[src/sv/itrs_pkg.sv]
// ----------------------------------------------------------------------------
// itrs_pkg
// Types, constants and helper functions of the radix symbol formatter.
// ----------------------------------------------------------------------------
package itrs_pkg;

  localparam int unsigned ValueW     = 32;
  localparam int unsigned SymW       = 8;
  localparam int unsigned SymRegW    = 63;
  localparam int unsigned RadixW     = 5;
  localparam int unsigned MaxSymbols = 16;
  localparam int unsigned MaxDigits  = 32;
  localparam int unsigned DigitCntW  = 6;
  localparam int unsigned AddrW      = 5;
  localparam int unsigned DataW      = 64;
  localparam int unsigned DivSteps   = 4;
  localparam int unsigned BitsPerDivStep = ValueW / DivSteps;

  // Register indexes, taken from paddr[4:3].
  localparam logic [1:0] RegSymLo = 2'd0;
  localparam logic [1:0] RegSymHi = 2'd1;
  localparam logic [1:0] RegRadix = 2'd2;

  localparam logic [SymRegW-1:0] SymLoRst = 63'h3736353433323130;
  localparam logic [SymRegW-1:0] SymHiRst = 63'h4645444342413938;
  localparam logic [RadixW-1:0]  RadixRst = 5'd10;

  localparam logic [SymW-1:0] ChNul   = 8'h00;
  localparam logic [SymW-1:0] ChTab   = 8'h09;
  localparam logic [SymW-1:0] ChLf    = 8'h0A;
  localparam logic [SymW-1:0] ChVt    = 8'h0B;
  localparam logic [SymW-1:0] ChFf    = 8'h0C;
  localparam logic [SymW-1:0] ChCr    = 8'h0D;
  localparam logic [SymW-1:0] ChSpace = 8'h20;
  localparam logic [SymW-1:0] ChPlus  = 8'h2B;
  localparam logic [SymW-1:0] ChMinus = 8'h2D;

  typedef struct packed {
    logic load;
    logic div_step;
    logic push;
    logic emit_sign;
    logic emit_digit;
  } itrs_cmd_t;

  typedef struct packed {
    logic alpha_ok;
    logic neg;
    logic quot_zero;
    logic digits_full;
    logic last_digit;
  } itrs_stat_t;

  function automatic logic [SymW-1:0] sym_at(input logic [SymRegW-1:0] lo,
                                             input logic [SymRegW-1:0] hi,
                                             input logic [3:0]         idx);
    logic [2*SymRegW+1:0] all_syms;
    all_syms = {1'b0, hi, 1'b0, lo};
    return all_syms[{idx, 3'b000} +: SymW];
  endfunction

  function automatic logic sym_forbidden(input logic [SymW-1:0] c);
    return (c == ChNul) || (c == ChTab) || (c == ChLf) || (c == ChVt) ||
           (c == ChFf) || (c == ChCr) || (c == ChSpace) || (c == ChPlus) ||
           (c == ChMinus);
  endfunction

endpackage

[src/sv/integer_to_radix_symbols.sv]
// ----------------------------------------------------------------------------
// integer_to_radix_symbols
// Writes a signed 32-bit number as text in a configurable base and alphabet.
// ----------------------------------------------------------------------------
//  channel  | signals                                  | direction
//  ---------+------------------------------------------+----------
//  command  | start, busy, value_i                     | in/out
//  result   | result_strobe_o, symbol_o, last_o        | out
//  config   | psel, penable, pwrite, paddr, pwdata,    | in/out
//           | prdata, pready                           |
//
// Each digit takes four steps in the radix divider (eight quotient bits per
// cycle), then the symbols are emitted one per cycle, a minus sign first if
// the value is negative.
// An item with a bad alphabet or radix is dropped in the cycle it is taken.
// busy stays high through the last symbol's strobe cycle. Reset is asynchronous
// and leaves the block idle with the default alphabet "0123456789ABCDEF" and
// radix ten. Results cannot be stalled.
// ----------------------------------------------------------------------------
module integer_to_radix_symbols #(
  parameter int unsigned MAX_RADIX = 16
) (
  input  logic                          clk_i,
  input  logic                          rst_ni,
  input  logic                          start,
  output logic                          busy,
  input  logic [itrs_pkg::ValueW-1:0]   value_i,
  output logic                          result_strobe_o,
  output logic [itrs_pkg::SymW-1:0]     symbol_o,
  output logic                          last_o,
  input  logic                          psel,
  input  logic                          penable,
  input  logic                          pwrite,
  input  logic [itrs_pkg::AddrW-1:0]    paddr,
  input  logic [itrs_pkg::DataW-1:0]    pwdata,
  output logic [itrs_pkg::DataW-1:0]    prdata,
  output logic                          pready
);
  import itrs_pkg::*;

  logic [SymRegW-1:0] sym_lo_q;
  logic [SymRegW-1:0] sym_hi_q;
  logic [RadixW-1:0]  radix_q;
  logic [1:0]         reg_idx;
  logic               cfg_wr;

  itrs_cmd_t  cmd;
  itrs_stat_t stat;
  logic       ctrl_busy;
  logic       accept;

  assign pready  = 1'b1;
  assign reg_idx = paddr[AddrW-1:3];
  assign cfg_wr  = psel && penable && pwrite && pready;

  always_ff @(posedge clk_i or negedge rst_ni) begin
    if (!rst_ni) begin
      sym_lo_q <= SymLoRst;
      sym_hi_q <= SymHiRst;
      radix_q  <= RadixRst;
    end else if (cfg_wr) begin
      case (reg_idx)
        RegSymLo: sym_lo_q <= pwdata[SymRegW-1:0];
        RegSymHi: sym_hi_q <= pwdata[SymRegW-1:0];
        RegRadix: radix_q  <= pwdata[RadixW-1:0];
        default: begin
        end
      endcase
    end
  end

  always_comb begin
    case (reg_idx)
      RegSymLo: prdata = {1'b0, sym_lo_q};
      RegSymHi: prdata = {1'b0, sym_hi_q};
      RegRadix: prdata = {{(DataW-RadixW){1'b0}}, radix_q};
      default:  prdata = '0;
    endcase
  end

  // The final strobe cycle still counts as busy.
  assign busy   = ctrl_busy | result_strobe_o;
  assign accept = start && !busy;

  itrs_ctrl u_ctrl (
    .clk_i    (clk_i),
    .rst_ni   (rst_ni),
    .accept_i (accept),
    .stat_i   (stat),
    .cmd_o    (cmd),
    .busy_o   (ctrl_busy)
  );

  itrs_dp #(
    .MAX_RADIX (MAX_RADIX)
  ) u_dp (
    .clk_i    (clk_i),
    .rst_ni   (rst_ni),
    .cmd_i    (cmd),
    .stat_o   (stat),
    .value_i  (value_i),
    .sym_lo_i (sym_lo_q),
    .sym_hi_i (sym_hi_q),
    .radix_i  (radix_q),
    .strobe_o (result_strobe_o),
    .symbol_o (symbol_o),
    .last_o   (last_o)
  );

endmodule

[src/sv/itrs_ctrl.sv]
// ----------------------------------------------------------------------------
// itrs_ctrl
// Sequencer of the formatter: divides, then emits a minus sign if needed and the digits.
// ----------------------------------------------------------------------------
module itrs_ctrl (
  input  logic                  clk_i,
  input  logic                  rst_ni,
  input  logic                  accept_i,
  input  itrs_pkg::itrs_stat_t  stat_i,
  output itrs_pkg::itrs_cmd_t   cmd_o,
  output logic                  busy_o
);
  import itrs_pkg::*;

  localparam logic [1:0] StIdle = 2'd0;
  localparam logic [1:0] StDiv  = 2'd1;
  localparam logic [1:0] StSign = 2'd2;
  localparam logic [1:0] StEmit = 2'd3;

  localparam int unsigned StepW = $clog2(DivSteps);

  logic [1:0]       state_q, state_d;
  logic [StepW-1:0] step_q, step_d;

  always_comb begin
    state_d = state_q;
    step_d  = step_q;
    cmd_o   = '0;
    case (state_q)
      StIdle: begin
        if (accept_i && stat_i.alpha_ok) begin
          cmd_o.load = 1'b1;
          step_d     = '0;
          state_d    = StDiv;
        end
      end
      StDiv: begin
        cmd_o.div_step = 1'b1;
        step_d         = step_q + 1'b1;
        if (step_q == StepW'(DivSteps - 1)) begin
          // One full quotient is done; its remainder is the next digit.
          cmd_o.push = 1'b1;
          if (stat_i.quot_zero || stat_i.digits_full) begin
            state_d = stat_i.neg ? StSign : StEmit;
          end
        end
      end
      StSign: begin
        cmd_o.emit_sign = 1'b1;
        state_d         = StEmit;
      end
      StEmit: begin
        cmd_o.emit_digit = 1'b1;
        if (stat_i.last_digit) begin
          state_d = StIdle;
        end
      end
      default: begin
        state_d = StIdle;
      end
    endcase
  end

  always_ff @(posedge clk_i or negedge rst_ni) begin
    if (!rst_ni) begin
      state_q <= StIdle;
      step_q  <= '0;
    end else begin
      state_q <= state_d;
      step_q  <= step_d;
    end
  end

  assign busy_o = (state_q != StIdle);

endmodule

[src/sv/itrs_dp.sv]
// ----------------------------------------------------------------------------
// itrs_dp
// Datapath: alphabet check, radix divider, digit stack and output register.
// ----------------------------------------------------------------------------
module itrs_dp #(
  parameter int unsigned MAX_RADIX = 16
) (
  input  logic                          clk_i,
  input  logic                          rst_ni,
  input  itrs_pkg::itrs_cmd_t           cmd_i,
  output itrs_pkg::itrs_stat_t          stat_o,
  input  logic [itrs_pkg::ValueW-1:0]   value_i,
  input  logic [itrs_pkg::SymRegW-1:0]  sym_lo_i,
  input  logic [itrs_pkg::SymRegW-1:0]  sym_hi_i,
  input  logic [itrs_pkg::RadixW-1:0]   radix_i,
  output logic                          strobe_o,
  output logic [itrs_pkg::SymW-1:0]     symbol_o,
  output logic                          last_o
);
  import itrs_pkg::*;

  localparam int unsigned DW = (MAX_RADIX > 1) ? $clog2(MAX_RADIX) : 1;
  localparam int unsigned RW = DW + 1;

  logic [SymW-1:0]  syms [MaxSymbols];
  logic             alpha_ok;

  logic [ValueW-1:0]               mag_q;
  logic [DW-1:0]                   rem_q;
  logic                            neg_q;
  logic [MaxDigits-1:0][DW-1:0]    digits_q;
  logic [DigitCntW-1:0]            nd_q;
  logic                            strobe_q;
  logic [SymW-1:0]                 symbol_q;
  logic                            last_q;

  logic [ValueW-1:0] quot_next;
  logic [RW-1:0]     rem_next;
  logic [RW-1:0]     radix_t;

  // Radix range check, and alphabet check over the symbols in use: forbidden bytes and duplicates.
  always_comb begin
    alpha_ok = (radix_i >= RadixW'(2)) && (radix_i <= RadixW'(MAX_RADIX));
    for (int i = 0; i < MaxSymbols; i++) begin
      syms[i] = sym_at(sym_lo_i, sym_hi_i, 4'(i));
    end
    for (int i = 0; i < MaxSymbols; i++) begin
      if (RadixW'(i) < radix_i) begin
        if (sym_forbidden(syms[i])) begin
          alpha_ok = 1'b0;
        end
        for (int j = i + 1; j < MaxSymbols; j++) begin
          if ((RadixW'(j) < radix_i) && (syms[j] == syms[i])) begin
            alpha_ok = 1'b0;
          end
        end
      end
    end
  end

  // A quarter of a long division by the radix: eight quotient bits per cycle.
  assign radix_t = radix_i[RW-1:0];

  always_comb begin
    logic [RW-1:0]     r;
    logic [ValueW-1:0] d;
    logic              qb;
    r = {1'b0, rem_q};
    d = mag_q;
    for (int k = 0; k < BitsPerDivStep; k++) begin
      r  = {r[DW-1:0], d[ValueW-1]};
      qb = (r >= radix_t);
      if (qb) begin
        r = r - radix_t;
      end
      d = {d[ValueW-2:0], qb};
    end
    rem_next  = r;
    quot_next = d;
  end

  always_ff @(posedge clk_i) begin
    if (cmd_i.load) begin
      neg_q <= value_i[ValueW-1];
      mag_q <= value_i[ValueW-1] ? (~value_i + 1'b1) : value_i;
      rem_q <= '0;
    end else if (cmd_i.div_step) begin
      mag_q <= quot_next;
      rem_q <= cmd_i.push ? '0 : rem_next[DW-1:0];
    end
    // The last digit pushed is the most significant and sits at index 0.
    if (cmd_i.push) begin
      digits_q <= {digits_q[MaxDigits-2:0], rem_next[DW-1:0]};
    end else if (cmd_i.emit_digit) begin
      digits_q <= {{DW{1'b0}}, digits_q[MaxDigits-1:1]};
    end
    if (cmd_i.emit_sign) begin
      symbol_q <= ChMinus;
      last_q   <= 1'b0;
    end else if (cmd_i.emit_digit) begin
      symbol_q <= sym_at(sym_lo_i, sym_hi_i, 4'(digits_q[0]));
      last_q   <= (nd_q == DigitCntW'(1));
    end
  end

  always_ff @(posedge clk_i or negedge rst_ni) begin
    if (!rst_ni) begin
      nd_q     <= '0;
      strobe_q <= 1'b0;
    end else begin
      strobe_q <= cmd_i.emit_sign | cmd_i.emit_digit;
      if (cmd_i.load) begin
        nd_q <= '0;
      end else if (cmd_i.push) begin
        nd_q <= nd_q + 1'b1;
      end else if (cmd_i.emit_digit) begin
        nd_q <= nd_q - 1'b1;
      end
    end
  end

  assign stat_o.alpha_ok    = alpha_ok;
  assign stat_o.neg         = neg_q;
  assign stat_o.quot_zero   = (quot_next == '0);
  assign stat_o.digits_full = (nd_q == DigitCntW'(MaxDigits - 1));
  assign stat_o.last_digit  = (nd_q == DigitCntW'(1));

  assign strobe_o = strobe_q;
  assign symbol_o = symbol_q;
  assign last_o   = last_q;

endmodule

[config.mk]
export PLATFORM = sky130hd
export DESIGN_NAME = integer_to_radix_symbols
export DESIGN_NICKNAME = d
export VERILOG_FILES = /design/src/sv/itrs_pkg.sv /design/src/sv/integer_to_radix_symbols.sv /design/src/sv/itrs_ctrl.sv /design/src/sv/itrs_dp.sv
export SDC_FILE = /design/constraint.sdc
export NUM_CORES = 2
export LEC_CHECK = 0
export ABC_CLOCK_PERIOD_IN_PS = 39400
export BUFFER_PORTS_ARGS = -buffer_cell sky130_fd_sc_hd__clkbuf_2
export CORE_MARGIN = 4
export CORE_UTILIZATION = 30
export CTS_BUF_LIST = sky130_fd_sc_hd__clkbuf_8
export DETAILED_ROUTE_END_ITERATION = 7
export SLEW_MARGIN = 20
export SYNTH_ARGS = -nofsm -noshare
export SYNTH_HDL_FRONTEND = slang
export SYNTH_SLANG_ARGS = --single-unit
[constraint.sdc]
create_clock -name clk_i -period 39.4 [get_ports clk_i]
set_clock_uncertainty 0.15 [all_clocks]
set_input_delay 5.91 -clock clk_i [delete_from_list [all_inputs] [get_ports clk_i]]
set_output_delay 5.91 -clock clk_i [all_outputs]
set_load 0.02 [all_outputs]
## After elaboration in Yosys (flattened, before gate mapping)

Cells that the tools add are included.

- Flip-flop bits (word level): 316
- Input bits: 107
- Output and inout port bits: 76
- Word-level logic and storage cells: 814

- Add/subtract/negate cells: 12
- Order comparisons: 26
- Equal/unequal tests: 260
- Shift-type cells: 1
- Multiplexer cells: 184
- Bitwise gates (word level): 3
- Reductions and logical operators: 284

Operators by type and width:

| operator | count |
|---|---|
| 8-bit == test | 91 |
| 8-bit by 4-bit == test with 1-bit output (second input constant) | 70 |
| 8-bit by 6-bit == test with 1-bit output (second input constant) | 42 |
| 128-bit 2-to-1 mux | 2 |
| 63-bit one-hot mux with 3 select lines | 1 |
| 7-bit by 8-bit == test with 1-bit output | 21 |
| 1-bit 2-to-1 mux | 158 |
| 1-bit logical OR | 129 |
| 128-bit by 8-bit variable part select with 8-bit output | 1 |
| 1-bit logical AND | 125 |
| 8-bit zero test | 14 |
| 32-bit 2-to-1 mux | 3 |
| 7-bit by 4-bit == test with 1-bit output (second input constant) | 10 |
| 8-bit by 7-bit == test with 1-bit output | 7 |
| 7-bit by 6-bit == test with 1-bit output (second input constant) | 6 |
| 5-bit greater-or-equal comparator | 8 |
| 4-bit by 5-bit < comparator with 1-bit output (first input constant) | 8 |
| 4-bit 2-to-1 mux | 9 |
| 32-bit by 1-bit adder with 32-bit output (second input constant) | 1 |
| 32-bit zero test | 1 |
| 32-bit NOT | 1 |
| 4-bit subtractor | 8 |
| 3-bit by 5-bit < comparator with 1-bit output (first input constant) | 4 |
| 6-bit 2-to-1 mux | 3 |
| other kinds (25) | 47 |

## Logic depth before layout (Yosys ltp)

- Word-level depth: 165
- Gate-level depth with buffers: 63
- Depth with buffers taken out: 62

## Modules after synthesis

A second synthesis with hierarchy kept.

- Cell total of the unflattened synthesis: 3062
- Area, all modules: 30319.1 um^2

By module, submodules not included:

| module | instances | cells each | area an instance (um^2) | sequential area each (um^2) |
|---|---|---|---|---|
| itrs_dp | 1 | 2599 | 23744.0 | 5270.1 |
| integer_to_radix_symbols | 1 | 432 | 6262.3 | 3343.2 |
| itrs_ctrl | 1 | 31 | 312.8 | 100.1 |

## Worst setup path after synthesis

Ideal clock, no wire load.

- Path kind: reg-to-reg
- Start point: reg radix_q[1]
- End point: reg u_ctrl.state_q[1]
- Library setup time: 87 ps
- Data arrival time: 13650 ps
- Data required time: 39163 ps
- Path slack: 25513 ps
- Stages on the path, launching flop included: 61
- Buffers on the path: 0
- Clock period less this slack: 13887 ps
- Path through: dfstp_2 > inv_1 > ha_1 > nor2b_1 > o21ai_0 > a31oi_1 > a211oi_1 > o21ai_0 > ha_1 > a21o_1 > a21oi_1 > o21ai_1 > o21ai_0 > inv_1 > ha_1 > nor2b_1 > o21ai_0 > a31oi_1 > [... 25 more ...] > ha_1 > nor2b_1 > o21ai_0 > a31oi_1 > a211oi_1 > nor2_1 > a21oi_1 > inv_1 > ha_1 > nor2b_1 > o21ai_0 > nand2b_1 > a31oi_1 > o21ai_1 > o31ai_1 > nand2_1 > or4_1 > o211ai_1

- Longest elaborated chain between the ends: 157
- Elaborated cells on any way between the ends: 319
- Those cells by class: 7 x add/sub; 26 x order compare; 2 x eq/ne; 159 x mux; 125 x reduce/logical

Ends and longest elaborated chain:

| element | RTL line | RTL |
|---|---|---|
| start: declaration | integer_to_radix_symbols.sv:43 | `logic [RadixW-1:0] radix_q;` |
| start signal: assignment | integer_to_radix_symbols.sv:60 | `radix_q <= RadixRst;` |
| start signal: assignment | integer_to_radix_symbols.sv:65 | `RegRadix: radix_q <= pwdata[RadixW-1:0];` |
| 5-bit by 2-bit greater-or-equal comparator with 1-bit output or 5-bit less-or-equal comparator (tied branches) | itrs_dp.sv:43 | `alpha_ok = (radix_i >= RadixW'(2)) && (radix_i <= RadixW'(MAX_RADIX));` |
| 1-bit logical AND | itrs_dp.sv:43 |  |
| 1-bit 2-to-1 mux | itrs_dp.sv:49 | `if (sym_forbidden(syms[i])) begin` |
| 1-bit 2-to-1 mux (15 in series) | itrs_dp.sv:53 | `if ((RadixW'(j) < radix_i) && (syms[j] == syms[i])) begin` |
| 1-bit 2-to-1 mux | itrs_dp.sv:48 | `if (RadixW'(i) < radix_i) begin` |
| 1-bit 2-to-1 mux | itrs_dp.sv:49 |  |
| 1-bit 2-to-1 mux (14 in series) | itrs_dp.sv:53 |  |
| 1-bit 2-to-1 mux | itrs_dp.sv:48 |  |
| [... 114 more ...] | n/a |  |
| 1-bit 2-to-1 mux | itrs_dp.sv:49 |  |
| 1-bit 2-to-1 mux | itrs_dp.sv:53 |  |
| 1-bit 2-to-1 mux | itrs_dp.sv:48 |  |
| 1-bit 2-to-1 mux | itrs_dp.sv:49 |  |
| 1-bit 2-to-1 mux | itrs_dp.sv:48 |  |
| 1-bit logical AND | itrs_ctrl.sv:31 | `if (accept_i && stat_i.alpha_ok) begin` |
| 2-bit by 1-bit inequality test with 1-bit output (no line) | n/a |  |
| 4-bit AND reduction (no line) * | n/a |  |
| end signal: assignment | itrs_ctrl.sv:66 | `state_q <= StIdle;` |
| end signal: assignment | itrs_ctrl.sv:69 | `state_q <= state_d;` |
| end: declaration | itrs_ctrl.sv:22 | `logic [1:0] state_q, state_d;` |

Mark *: on every way between the ends. The rest lies on a longest branch, timed or not.
A chain may end at the register's enable or synchronous reset.

## Worst setup path after layout

- Start point: reg radix_q[2]
- End point: reg u_ctrl.state_q[1]

The elaborated chain is that of the path after synthesis.

==> flow_metrics.env <==
export IMPL_outcome="complete, no violations"
export IMPL_globalplace_congestion=0.9875
export IMPL_insertion_delay_ps=710
export IMPL_place_area_sq_um=31650
export IMPL_htreeDepth=2
export IMPL_synth_edf_count=161
export IMPL_post_cts_buffers=0
export IMPL_nNetsFinal=3434
export IMPL_drt_vias_per_instance=5.548
export IMPL_rsz0062_at_grt="false"
export IMPL_tightest_slew_ps=1236
export IMPL_synth_net_count=3425
export IMPL_drv_cap=0
export IMPL_die_x_um=322.4
export IMPL_stdcell_count=4610
export IMPL_hold_ws_ps=341.9
export IMPL_cp_required_ps=39860
export IMPL_slew_headroom=0.1685
export IMPL_synth_seq_cells=316
export IMPL_startpoint="radix_q[2]"
export IMPL_critPathKind="reg -> reg"
export IMPL_worst_path_buf_inv=10
export IMPL_cts_buffers=57
export IMPL_cts_tree="yes"
export IMPL_rows=115
export IMPL_ios=183
export IMPL_ir_drop_v=0.0003146
export IMPL_drc=0
export IMPL_hold_path_class="reg -> reg"
export IMPL_ant_nets=0
export IMPL_ys_warn_count=0
export IMPL_overflow=0
export IMPL_fmax_mhz=67.01
export IMPL_first_global_vias=24817
export IMPL_synthTopCellsByArea="edfxtp_1 16%, xnor2_1 15%, xor2_1 14%"
export IMPL_dp_final_hpwl_mm=69.25
export IMPL_r2r_start="radix_q[2]"
export IMPL_power_density_nw_per_um2=104.2
export IMPL_cts_root_buffer="clkbuf_8"
export IMPL_final_common_cell="xnor2_1"
export IMPL_leakagePower_nw=13.29
export IMPL_slowest_stage="a211oi_1"
export IMPL_yosysSeqAreaShare=0.2938
export IMPL_crit_path_max_incr_delay_ps=920
export IMPL_drt_iter0_markers=2944
export IMPL_placed_cells=4498
export IMPL_hold_viol_final=0
export IMPL_finalMaxSlewViolations=0
export IMPL_pre_cts_ws_ps=24520
export IMPL_coreArea_sq_um=98280
export IMPL_layout_common_cells="517 x xnor2_1, 477 x xor2_1, 418 x nand2_1"
export IMPL_ctsHoldBuffers=0
export IMPL_hold_start="u_dp.last_o"
export IMPL_drive_gt1_frac=0.1953
export IMPL_routed_wl_mm=110.0
export IMPL_grt_pass1_wl_mm=161.7
export IMPL_grt_use_total=0.2040
export IMPL_initial_core_util=0.3018
export IMPL_worst_slack_ps=24480
export IMPL_end_kind="flip-flop"
export IMPL_synth_top_cell_area_share=0.1630
export IMPL_synth_ff_type="edfxtp_1"
export IMPL_cts_resized=0
export IMPL_cp_max_fo=19
export IMPL_area_growth_pct=11.04
export IMPL_grt_max_degree=119
export IMPL_fin_area_sq_um=32930
export IMPL_port_buffers=176
export IMPL_yosysTopAreaCell="edfxtp_1"
export IMPL_worstPathArrival_ps=15380
export IMPL_start_kind="flip-flop"
export IMPL_syn_inst=3261
export IMPL_crit_family="compound AO/OA/AOI/OAI gates"
export IMPL_final_setup_tns_ps=0
export IMPL_syn_area_per_cell_sq_um=9.094
export IMPL_antenna_found_initial=9
export IMPL_post_route_min_period_ps=14920
export IMPL_finalSetupViolations=0
export IMPL_netlist_area_sq_um=29650
export IMPL_async_flop_share=0.4494
export IMPL_clockBufferDepth=3
export IMPL_drt_pass1_iterations=8
export IMPL_synth_cell_types=72
export IMPL_clk_pin_slew_worst_paths_ps=60
export IMPL_wire_per_inst_um=23.87
export IMPL_die_area_sq_um=103900
export IMPL_fillers=10117
export IMPL_via_count=25578
export IMPL_cts_sinks=316
export IMPL_dieHeight_um=322.4
export IMPL_min_period_over_period=0.3788
==> sequential cells by signal, summed over array words and instances, names as in the netlist <==
register	flops
u_dp.symbol_o	8
u_dp.last_o	1
u_dp.digits_q	128
radix_q	5
u_dp.neg_q	1
sym_hi_q	63
u_dp.mag_q	32
sym_lo_q	63
u_ctrl.state_q	2
u_dp.rem_q	4
u_ctrl.step_q	2
u_dp.nd_q	6
u_dp.strobe_o	1
==> tightest hold or removal path: stages, from the launching register on <==
cell and delay, ps:
dfxtp_1 320, nor2_1 90, nor3_1 50
==> layer usage <==
layer  share of wire  GRT usage
met1            0.40     0.2603
met2            0.44     0.3199
met3            0.11    0.05070
met4           0.060     0.1065
met5         0.00031          0
==> worst paths after layout <==
check                      slack [ps]  cells after the start                end
min                               340                      2        u_dp.last_o
max                             24480                     62  u_ctrl.state_q[1]
min reg2reg                       340                      2        u_dp.last_o
max in group asynchronous       32620                      2       sym_hi_q[47]
min in group asynchronous        5040                      1       sym_lo_q[22]
max reg2reg                     24480                     62  u_ctrl.state_q[1]
==> through the flow <==
step / total power, W / util
2_1_floorplan: 0.002313 / -
3_3_place_gp: 0.002987 / 0.3220
3_5_place_dp: 0.003041 / 0.3220
4_1_cts: 0.003416 / 0.3349
5_1_grt: 0.003692 / 0.3350
6_report: 0.003432 / 0.3351
==> power by group <==
part           total (W)  switching (W)  internal (W)
combinational    0.00254        0.00145       0.00109
sequential      0.000546       0.000129      0.000418
clock           0.000347       0.000158      0.000189
==> synth_stat cells, drive strengths merged, types with 3 or more instances <==
cell type    n
dfstp       52
mux2i       83
clkbuf     120
o31ai       19
nand2      420
o22ai       13
dfxtp       13
a21o         7
a21oi       36
nor4       147
or3         19
nor2b       19
and3         4
ha          49
fa           8
o41ai        7
nor3        64
or2          9
nor3b        5
or4         15
and2         3
edfxtp     161
mux2       164
a211o        5
dfrtp       90
nand3b       5
nand2b      16
a2111oi      6
o21ai       59
mux4        38
buf        223
nor2        93
inv         43
xor2       477
o311ai       4
a21boi       3
xnor2      517
nand3       49
nand4      133
a31oi       26
a211oi       6
==> final cells by class <==
cell class / instances / area (sq um) / share of cell area
Tap cell: 1287 / 1610 / 0.04890
Sequential cell: 316 / 8713 / 0.2646
Clock inverter: 41 / 357.8 / 0.01087
Timing Repair Buffer: 293 / 1772 / 0.05381
Multi-Input combinational cell: 2559 / 19390 / 0.5889
Antenna cell: 5 / 12.51 / 0.0003800
Clock buffer: 66 / 908.4 / 0.02759
Inverter: 43 / 161.4 / 0.004902
==> cells by family (layout without fill, tap and decap cells) <==
family          count (synthesis)  in the layout  synth area share
flops                         316            316            0.2938
compound gates                215            215           0.04709
mux                           285            285            0.1202
buf+inv                       386            443           0.05320
other cells                     2              7         0.0002532
fa+ha+maj                      57             57           0.02607
xor+xnor                      994            994            0.2936
simple gates                 1006           1006            0.1658
Power figures use the tool's default switching activity.
